<file path="src/pbacp_pkg.sv">
// Package for the paged bump allocator / compaction planner.
// Holds command and status codes, register defaults and the result word type.
// No dependencies.
package pbacp_pkg;

    localparam int MAX_PAGES_DEF = 256;

    localparam int SIZE_W = 32;
    localparam int CFG_W  = 17;
    localparam int OFF_W  = 17;

    // round-up amount for 8-byte granules
    localparam logic [32:0] GRANULE_ROUND = 33'd7;

    localparam logic [CFG_W-1:0] PAGE_BYTES_RST = 17'd4096;
    localparam logic [CFG_W-1:0] LARGE_THR_RST  = 17'd1024;

    typedef enum logic [1:0] {
        CMD_ALLOC = 2'd0,
        CMD_BEGIN = 2'd1,
        CMD_PLAN  = 2'd2,
        CMD_END   = 2'd3
    } t_cmd;

    localparam logic [1:0] ST_OK       = 2'd0;
    localparam logic [1:0] ST_NO_PAGE  = 2'd1;
    localparam logic [1:0] ST_BAD_MODE = 2'd2;

    // register index, taken from paddr[2]
    localparam logic REG_PAGE_BYTES = 1'b0;
    localparam logic REG_LARGE_THR  = 1'b1;

    typedef struct packed {
        logic [8:0]  pages_freed;
        logic [8:0]  pages_in_use;
        logic [1:0]  status;
        logic        freed;
        logic        is_large;
        logic [15:0] offset;
        logic [7:0]  page;
    } t_result;

endpackage

</file>
<file path="src/paged_bump_allocator_compaction_planner.sv">
// Top level of the paged bump allocator with compaction planner.
// Holds config registers, placement state and the result register; uses
// pbacp_pkg and pbacp_step.
//
// Every command word yields exactly one result word. A command's result is
// registered in the output register in the cycle after it is taken; a new
// command is taken each cycle as long as the output register is empty or is
// being drained, so sustained rate is one word per clock. The only loop is the
// placement state register fed back through one round-up, add and compare.
// Configuration (page_bytes at 0x0, large_threshold at 0x4) should be written
// only while no command is in flight.
module paged_bump_allocator_compaction_planner #(
    parameter int MAX_PAGES = pbacp_pkg::MAX_PAGES_DEF
) (
    input  logic        i_clk,
    input  logic        i_rst_n,
    // stream in
    input  logic        s_tvalid,
    output logic        s_tready,
    input  logic [39:0] s_tdata,   // object_size[31:0], keep[32], zero pad [39:33]
    input  logic [1:0]  s_tuser,   // command[1:0]
    // stream out
    output logic        m_tvalid,
    input  logic        m_tready,
    // page[7:0], offset[23:8], is_large[24], freed[25], status[27:26],
    // pages_in_use[36:28], pages_freed[45:37], zero pad [47:46]
    output logic [47:0] m_tdata,
    // config port
    input  logic        psel,
    input  logic        penable,
    input  logic        pwrite,
    input  logic [2:0]  paddr,
    input  logic [31:0] pwdata,
    output logic [31:0] prdata,
    output logic        pready
);

    localparam int TW = $clog2(MAX_PAGES + 1);
    localparam int PW = (MAX_PAGES > 1) ? $clog2(MAX_PAGES) : 1;

    logic [pbacp_pkg::CFG_W-1:0] r_page_bytes;
    logic [pbacp_pkg::CFG_W-1:0] r_large_thr;
    logic [TW-1:0]               r_page_total;
    logic [PW-1:0]               r_alloc_page;
    logic [pbacp_pkg::OFF_W-1:0] r_alloc_off;
    logic [PW-1:0]               r_reloc_page;
    logic [pbacp_pkg::OFF_W-1:0] r_reloc_off;
    logic                        r_compacting;
    logic                        r_out_valid;
    pbacp_pkg::t_result          r_out;

    logic [TW-1:0]               n_page_total;
    logic [PW-1:0]               n_alloc_page;
    logic [pbacp_pkg::OFF_W-1:0] n_alloc_off;
    logic [PW-1:0]               n_reloc_page;
    logic [pbacp_pkg::OFF_W-1:0] n_reloc_off;
    logic                        n_compacting;
    pbacp_pkg::t_result          n_out;

    logic accept;
    logic cfg_wr;

    assign pready   = 1'b1;
    assign cfg_wr   = psel & penable & pwrite & pready;
    assign s_tready = !r_out_valid || m_tready;
    assign accept   = s_tvalid & s_tready;
    assign m_tvalid = r_out_valid;
    assign m_tdata  = {2'b00, r_out};

    always_comb begin
        if (paddr[2] == pbacp_pkg::REG_LARGE_THR) begin
            prdata = 32'(r_large_thr);
        end else begin
            prdata = 32'(r_page_bytes);
        end
    end

    pbacp_step #(
        .MAX_PAGES (MAX_PAGES),
        .TW        (TW),
        .PW        (PW)
    ) u_step (
        .i_cmd        (s_tuser),
        .i_size       (s_tdata[31:0]),
        .i_keep       (s_tdata[32]),
        .i_page_bytes (r_page_bytes),
        .i_large_thr  (r_large_thr),
        .i_page_total (r_page_total),
        .i_alloc_page (r_alloc_page),
        .i_alloc_off  (r_alloc_off),
        .i_reloc_page (r_reloc_page),
        .i_reloc_off  (r_reloc_off),
        .i_compacting (r_compacting),
        .o_page_total (n_page_total),
        .o_alloc_page (n_alloc_page),
        .o_alloc_off  (n_alloc_off),
        .o_reloc_page (n_reloc_page),
        .o_reloc_off  (n_reloc_off),
        .o_compacting (n_compacting),
        .o_result     (n_out)
    );

    always_ff @(posedge i_clk) begin
        if (!i_rst_n) begin
            r_page_bytes <= pbacp_pkg::PAGE_BYTES_RST;
            r_large_thr  <= pbacp_pkg::LARGE_THR_RST;
        end else if (cfg_wr) begin
            if (paddr[2] == pbacp_pkg::REG_LARGE_THR) begin
                r_large_thr <= pwdata[pbacp_pkg::CFG_W-1:0];
            end else begin
                r_page_bytes <= pwdata[pbacp_pkg::CFG_W-1:0];
            end
        end
    end

    always_ff @(posedge i_clk) begin
        if (!i_rst_n) begin
            r_page_total <= '0;
            r_alloc_page <= '0;
            r_alloc_off  <= '0;
            r_reloc_page <= '0;
            r_reloc_off  <= '0;
            r_compacting <= 1'b0;
            r_out_valid  <= 1'b0;
        end else begin
            if (accept) begin
                r_page_total <= n_page_total;
                r_alloc_page <= n_alloc_page;
                r_alloc_off  <= n_alloc_off;
                r_reloc_page <= n_reloc_page;
                r_reloc_off  <= n_reloc_off;
                r_compacting <= n_compacting;
                r_out_valid  <= 1'b1;
            end else if (m_tready) begin
                r_out_valid <= 1'b0;
            end
        end
    end

    always_ff @(posedge i_clk) begin
        if (accept) begin
            r_out <= n_out;
        end
    end

endmodule

</file>
<file path="src/pbacp_step.sv">
// Combinational step of the allocator: next placement state and result word
// for one command. Depends on pbacp_pkg.
module pbacp_step #(
    parameter int MAX_PAGES = pbacp_pkg::MAX_PAGES_DEF,
    parameter int TW = $clog2(MAX_PAGES + 1),
    parameter int PW = (MAX_PAGES > 1) ? $clog2(MAX_PAGES) : 1
) (
    input  logic [1:0]                   i_cmd,
    input  logic [pbacp_pkg::SIZE_W-1:0] i_size,
    input  logic                         i_keep,
    input  logic [pbacp_pkg::CFG_W-1:0]  i_page_bytes,
    input  logic [pbacp_pkg::CFG_W-1:0]  i_large_thr,
    input  logic [TW-1:0]                i_page_total,
    input  logic [PW-1:0]                i_alloc_page,
    input  logic [pbacp_pkg::OFF_W-1:0]  i_alloc_off,
    input  logic [PW-1:0]                i_reloc_page,
    input  logic [pbacp_pkg::OFF_W-1:0]  i_reloc_off,
    input  logic                         i_compacting,
    output logic [TW-1:0]                o_page_total,
    output logic [PW-1:0]                o_alloc_page,
    output logic [pbacp_pkg::OFF_W-1:0]  o_alloc_off,
    output logic [PW-1:0]                o_reloc_page,
    output logic [pbacp_pkg::OFF_W-1:0]  o_reloc_off,
    output logic                         o_compacting,
    output pbacp_pkg::t_result           o_result
);

    localparam int CW = TW + 1;

    logic [32:0]                  aligned;
    logic [pbacp_pkg::OFF_W-1:0]  al_lo;
    logic                         fits;
    logic [pbacp_pkg::OFF_W:0]    a_sum;
    logic [pbacp_pkg::OFF_W:0]    r_sum;
    logic                         a_over;
    logic                         r_over;
    logic                         full;
    logic [CW-1:0]                reloc_next;
    logic [CW-1:0]                total_ext;
    logic [31:0]                  page_wide;
    logic [31:0]                  total_wide;
    logic [31:0]                  drop_wide;
    logic [TW-1:0]                dropped;

    always_comb begin
        aligned    = ({1'b0, i_size} + pbacp_pkg::GRANULE_ROUND) & ~pbacp_pkg::GRANULE_ROUND;
        al_lo      = aligned[pbacp_pkg::OFF_W-1:0];
        fits       = aligned <= 33'(i_page_bytes);
        a_sum      = {1'b0, i_alloc_off} + {1'b0, al_lo};
        r_sum      = {1'b0, i_reloc_off} + {1'b0, al_lo};
        a_over     = a_sum > {1'b0, i_page_bytes};
        r_over     = r_sum > {1'b0, i_page_bytes};
        total_ext  = CW'(i_page_total);
        full       = total_ext >= CW'(MAX_PAGES);
        reloc_next = CW'(i_reloc_page) + CW'(1);

        o_page_total = i_page_total;
        o_alloc_page = i_alloc_page;
        o_alloc_off  = i_alloc_off;
        o_reloc_page = i_reloc_page;
        o_reloc_off  = i_reloc_off;
        o_compacting = i_compacting;
        dropped      = '0;
        page_wide    = '0;

        o_result        = '0;
        o_result.status = pbacp_pkg::ST_OK;

        case (i_cmd)
            pbacp_pkg::CMD_ALLOC: begin
                if (i_compacting) begin
                    o_result.status = pbacp_pkg::ST_BAD_MODE;
                end else if (33'(i_size) >= 33'(i_large_thr)) begin
                    o_result.is_large = 1'b1;
                end else if (!fits) begin
                    o_result.status = pbacp_pkg::ST_NO_PAGE;
                end else if (i_page_total == '0 || a_over) begin
                    if (full) begin
                        o_result.status = pbacp_pkg::ST_NO_PAGE;
                    end else begin
                        // open a fresh page, object at its start
                        o_alloc_page = i_page_total[PW-1:0];
                        o_alloc_off  = al_lo;
                        o_page_total = i_page_total + TW'(1);
                        page_wide    = 32'(i_page_total[PW-1:0]);
                    end
                end else begin
                    o_alloc_off      = a_sum[pbacp_pkg::OFF_W-1:0];
                    page_wide        = 32'(i_alloc_page);
                    o_result.offset  = i_alloc_off[15:0];
                end
            end
            pbacp_pkg::CMD_BEGIN: begin
                if (i_compacting) begin
                    o_result.status = pbacp_pkg::ST_BAD_MODE;
                end else begin
                    o_compacting = 1'b1;
                    o_reloc_page = '0;
                    o_reloc_off  = '0;
                end
            end
            pbacp_pkg::CMD_PLAN: begin
                if (!i_compacting) begin
                    o_result.status = pbacp_pkg::ST_BAD_MODE;
                end else if (!i_keep) begin
                    o_result.freed = 1'b1;
                end else if (!fits || i_page_total == '0) begin
                    o_result.status = pbacp_pkg::ST_NO_PAGE;
                end else if (r_over) begin
                    if (reloc_next >= total_ext) begin
                        o_result.status = pbacp_pkg::ST_NO_PAGE;
                    end else begin
                        o_reloc_page = reloc_next[PW-1:0];
                        o_reloc_off  = al_lo;
                        page_wide    = 32'(reloc_next[PW-1:0]);
                    end
                end else begin
                    o_reloc_off     = r_sum[pbacp_pkg::OFF_W-1:0];
                    page_wide       = 32'(i_reloc_page);
                    o_result.offset = i_reloc_off[15:0];
                end
            end
            pbacp_pkg::CMD_END: begin
                if (!i_compacting) begin
                    o_result.status = pbacp_pkg::ST_BAD_MODE;
                end else begin
                    o_compacting = 1'b0;
                    if (i_page_total != '0) begin
                        // pages past the last relocation page are released
                        if (reloc_next < total_ext) begin
                            dropped      = i_page_total - reloc_next[TW-1:0];
                            o_page_total = reloc_next[TW-1:0];
                        end
                        o_alloc_page = i_reloc_page;
                        o_alloc_off  = i_reloc_off;
                    end
                end
            end
            default: begin
                o_result.status = pbacp_pkg::ST_BAD_MODE;
            end
        endcase

        total_wide            = 32'(o_page_total);
        drop_wide             = 32'(dropped);
        o_result.page         = page_wide[7:0];
        o_result.pages_in_use = total_wide[8:0];
        o_result.pages_freed  = drop_wide[8:0];
    end

endmodule
</file>
<file path="config.mk">
export PLATFORM = sky130hd
export DESIGN_NAME = paged_bump_allocator_compaction_planner
export DESIGN_NICKNAME = d
export VERILOG_FILES = /design/src/pbacp_pkg.sv /design/src/paged_bump_allocator_compaction_planner.sv /design/src/pbacp_step.sv
export SDC_FILE = /design/constraint.sdc
export NUM_CORES = 1
export LEC_CHECK = 0
export BUFFER_PORTS_ARGS = -buffer_cell sky130_fd_sc_hd__buf_2
export CORE_ASPECT_RATIO = 0.5
export CORE_MARGIN = 2
export CORE_UTILIZATION = 45
export DETAILED_ROUTE_END_ITERATION = 16
export PLACE_DENSITY = 0.71
export SETUP_SLACK_MARGIN = 0.2
export SLEW_MARGIN = 20
export SYNTH_ARGS = -nofsm -noshare
export SYNTH_HDL_FRONTEND = slang
export SYNTH_HIERARCHICAL = 1
export SYNTH_SLANG_ARGS = --single-unit
</file>
<file path="constraint.sdc">
create_clock -name i_clk -period 10.5 [get_ports i_clk]
set_clock_uncertainty 0.15 [all_clocks]
set_input_delay 2.1 -clock i_clk [delete_from_list [all_inputs] [get_ports i_clk]]
set_output_delay 2.1 -clock i_clk [all_outputs]
set_load 0.02 [all_outputs]
</file>
==> impl_metrics.py <==
metrics = {
    "yosys": {
        "synthSimpleGateAreaFrac_pct": 20.3,
        "async_flop_share_pct": 0,
        "synth.most_common_cell": "nand2_1",
        "synth_largest_area_cell": "dfxtp_1",
        "ys_ff_latch": 141,
        "synth_top_family_by_area": "compound AO/OA/AOI/OAI gates",
        "synthMuxAreaShare_pct": 8.74,
        "synth_compound_area_share_pct": 20.9,
        "yosysWarningCount": 6,
        "synth-xor-area-share_pct": 3.23,
        "ys_types": 81,
        "synth_area_leaders": "dfxtp_1 (16%), ha_1 (12%), edfxtp_1 (11%)",
        "synth_common_cells": "nand2_1 (228), ha_1 (113), o21ai_0 (106), dfxtp_1 (95), inv_1 (86)",
        "syn_area_sq_mm": 0.0122,
        "synth_edf_count": 46,
        "avgSynthCellArea_sq_um": 8.12,
        "synth_fa_ha_area_share_pct": 12.1,
        "synth-seq-area-share_pct": 26.9,
        "syn_inst": 1505,
        "synth_ff_type": "dfxtp_1",
        "yosysTopAreaCellShare_pct": 15.6,
    },
    "global_route": {
        "antenna_found_initial": 0,
        "grt_max_degree": 101,
        "grt_pass1_wl_um": 58500,
        "grt_use_total_pct": 26.2,
        "grt_pass1_vias": 10600,
        "overflow": 0,
    },
    "worst_setup_path": {
        "cp.arrival_ns": 8.79,
        "path_max_fanout": 14,
        "crit_path_max_incr_delay_ns": 0.70,
        "required_ns": 10.65,
        "criticalPathCategory": "in -> reg",
        "cp-start-kind": "input port",
        "path_cells": "buf_2 > nor3_1 > nand2b_1 > xnor2_1 > inv_1 > fa_1 > nand2b_1 > a21oi_1 > o21a_1 > and4_1 > o21a_1 > o21ai_0 > a211oi_1 > ha_1 > a21o_1 > a21oi_1 > o2111ai_1 > o221ai_1 > nand3_1 > buf_4 > nor2_1 > a22o_1",
        "end_kind": "register",
        "slowest_stage": "nor2_1",
    },
    "detailed_routing": {
        "wl_met2_um": 15700,
        "ant_nets": 0,
        "top_layer_used": "met4",
        "routedWlPerCell_um": 19.1,
        "wirelength_um": 37000,
        "drt_iter0_markers": 1183,
        "route.met3.wl_um": 3810,
        "drcViolationCount": 0,
        "vias": 11600,
        "wl_met1_um": 16500,
        "vias_per_cell": 5.98,
        "dr.pass1.iters": 6,
    },
    "finish": {
        "syn_to_final_growth_pct": 9.80,
        "nNetsFinal": 1777,
        "diodes": 0,
        "layout-drive-gt1-share_pct": 13.9,
    },
    "sta": {
        "slew_headroom_pct": 29.2,
        "hold_viol": 0,
        "slew_viol_final": 0,
        "setup_viol": 0,
        "fin_crit_ns": 8.64,
        "setup_ws_ns": 1.86,
        "setup-tns-final_ns": 0,
        "max_freq_mhz": 116,
        "worst_slew_pin_slew_ns": 1.06,
        "period_share_pct": 82.3,
        "rsz0062_at_grt": "no",
    },
    "power_and_ir_drop": {
        "power_density_mw_per_mm2": 107,
        "vdd_drop_max_mv": 0.0993,
        "leakage_uw": 0.00540,
    },
    "flow_run": {
        "max_cap_violations": 0,
    },
    "clock_tree": {
        "postCtsSetupRepairBufs": 0,
        "clock_latency_ns": 0.46,
        "cts-root-buf": "clkbuf_16",
        "numCtsBuffers": 17,
        "clk_pin_slew_ns": 0.07,
        "cts_tree": "built",
        "cts_num_sinks": 141,
        "cts_resized": 0,
        "cts.path.max_buffers": 2,
        "cts_hold_buf": 0,
        "h-tree-depth": 4,
    },
    "place": {
        "portBuffers": 124,
        "dp_hpwl_um": 27200,
        "dp_slack_ns": 1.58,
        "gp_congestion": 0.962,
    },
    "min_path": {
        "hold_class": "reg -> reg",
    },
    "floorplan": {
        "coreArea_sq_mm": 0.0265,
        "fp.dieArea_sq_mm": 0.0286,
        "row_count": 42,
        "initial_utilization_pct": 46.0,
        "boundaryPins": 167,
        "die-height_um": 121,
        "die_w_um": 237,
    },
    "status": {
        "status": "completed",
    },
}
## final timing paths
path                   from  slack [ns]              to  cells past startpoint
max              s_tdata[2]        1.86     m_tdata[23]                     22
min          r_reloc_off[0]        0.33  r_reloc_off[0]                      2
max reg2reg  r_alloc_off[3]        4.21     m_tdata[23]                     19
min reg2reg  r_reloc_off[0]        0.33  r_reloc_off[0]                      2
## flip-flops by register name, summed over array words and instances, names as in the netlist
name	count
m_tdata	46
r_alloc_off	17
r_large_thr	17
r_page_bytes	17
r_reloc_off	17
r_page_total	9
r_alloc_page	8
r_reloc_page	8
m_tvalid	1
r_compacting	1
## final cells by class
cell class	count	area [sq um]
Tap cell	352	440
Fill cell	2594	13100
Clock inverter	14	156
Multi-Input combinational cell	1190	8040
Sequential cell	141	3280
Timing Repair Buffer	140	743
Inverter	87	327
Clock buffer	18	429
## kinds of logic (layout without fill, tap and decap cells)
group	Yosys count	in the layout
buf+inv	190	259
flops	141	141
xor+xnor	45	45
simple gates	521	521
compound gates	387	387
fa+ha+maj	116	116
other cells	2	18
mux	103	103
## cells in the final DEF (no fill, tap or decap), types with 7 or more instances in the layout
cell type  instances
a21o_1            27
a21oi_1           72
a221o_1            7
a22o_1            26
a22oi_1           15
a31oi_1           17
and2_1             9
and3_1            18
buf_2            123
buf_4             17
clkbuf_16         17
conb_1            18
dfxtp_1           95
edfxtp_1          46
ha_1             113
inv_1             86
mux2_2            29
mux2i_1           74
nand2_1          228
nand2b_1          12
nand3_1           70
nand4_1           24
nor2_1            79
nor2b_1           10
nor3_1            21
nor4_1             7
o211ai_1          10
o21a_1            16
o21ai_0          106
o221ai_1           9
o22ai_1           13
o311ai_0           8
o31ai_1           10
or2_2              9
or3_1             10
xnor2_1           34
xor2_1            11
## critical path, delay by kind of cell
family	cells	cell delay, ns
fa+ha+maj	2	0.81
buf+inv	3	0.78
compound gates	10	2.42
simple gates	6	2.38
xor+xnor	1	0.28
## report_power, final
part / switching [uW] / internal [uW] / total [uW]
Sequential: 5.57 / 574 / 580
Combinational: 162 / 80.3 / 243
Clock: 280 / 335 / 615
## metrics by stage
step	cell area, sq um	util (%)	std cells	hold slack, ns	power [uW]
6_report	13400	50.5	1942	0.333	1440
3_3_place_gp	12800	48.3	1910	0.307	826
3_5_place_dp	12800	48.3	1910	0.319	829
4_1_cts	13400	50.5	1942	0.330	1440
5_1_grt	13400	50.5	1942	0.355	1490
2_1_floorplan	12300	-	1521	0.284	764
## per-layer routing
metal	up-vias	GRT usage [%]
met4	0	8.66
li1	5614	-
met1	5396	36.2
met2	531	40.2
met3	71	6.44
met5	-	0
(Power assumes the default switching activity.)
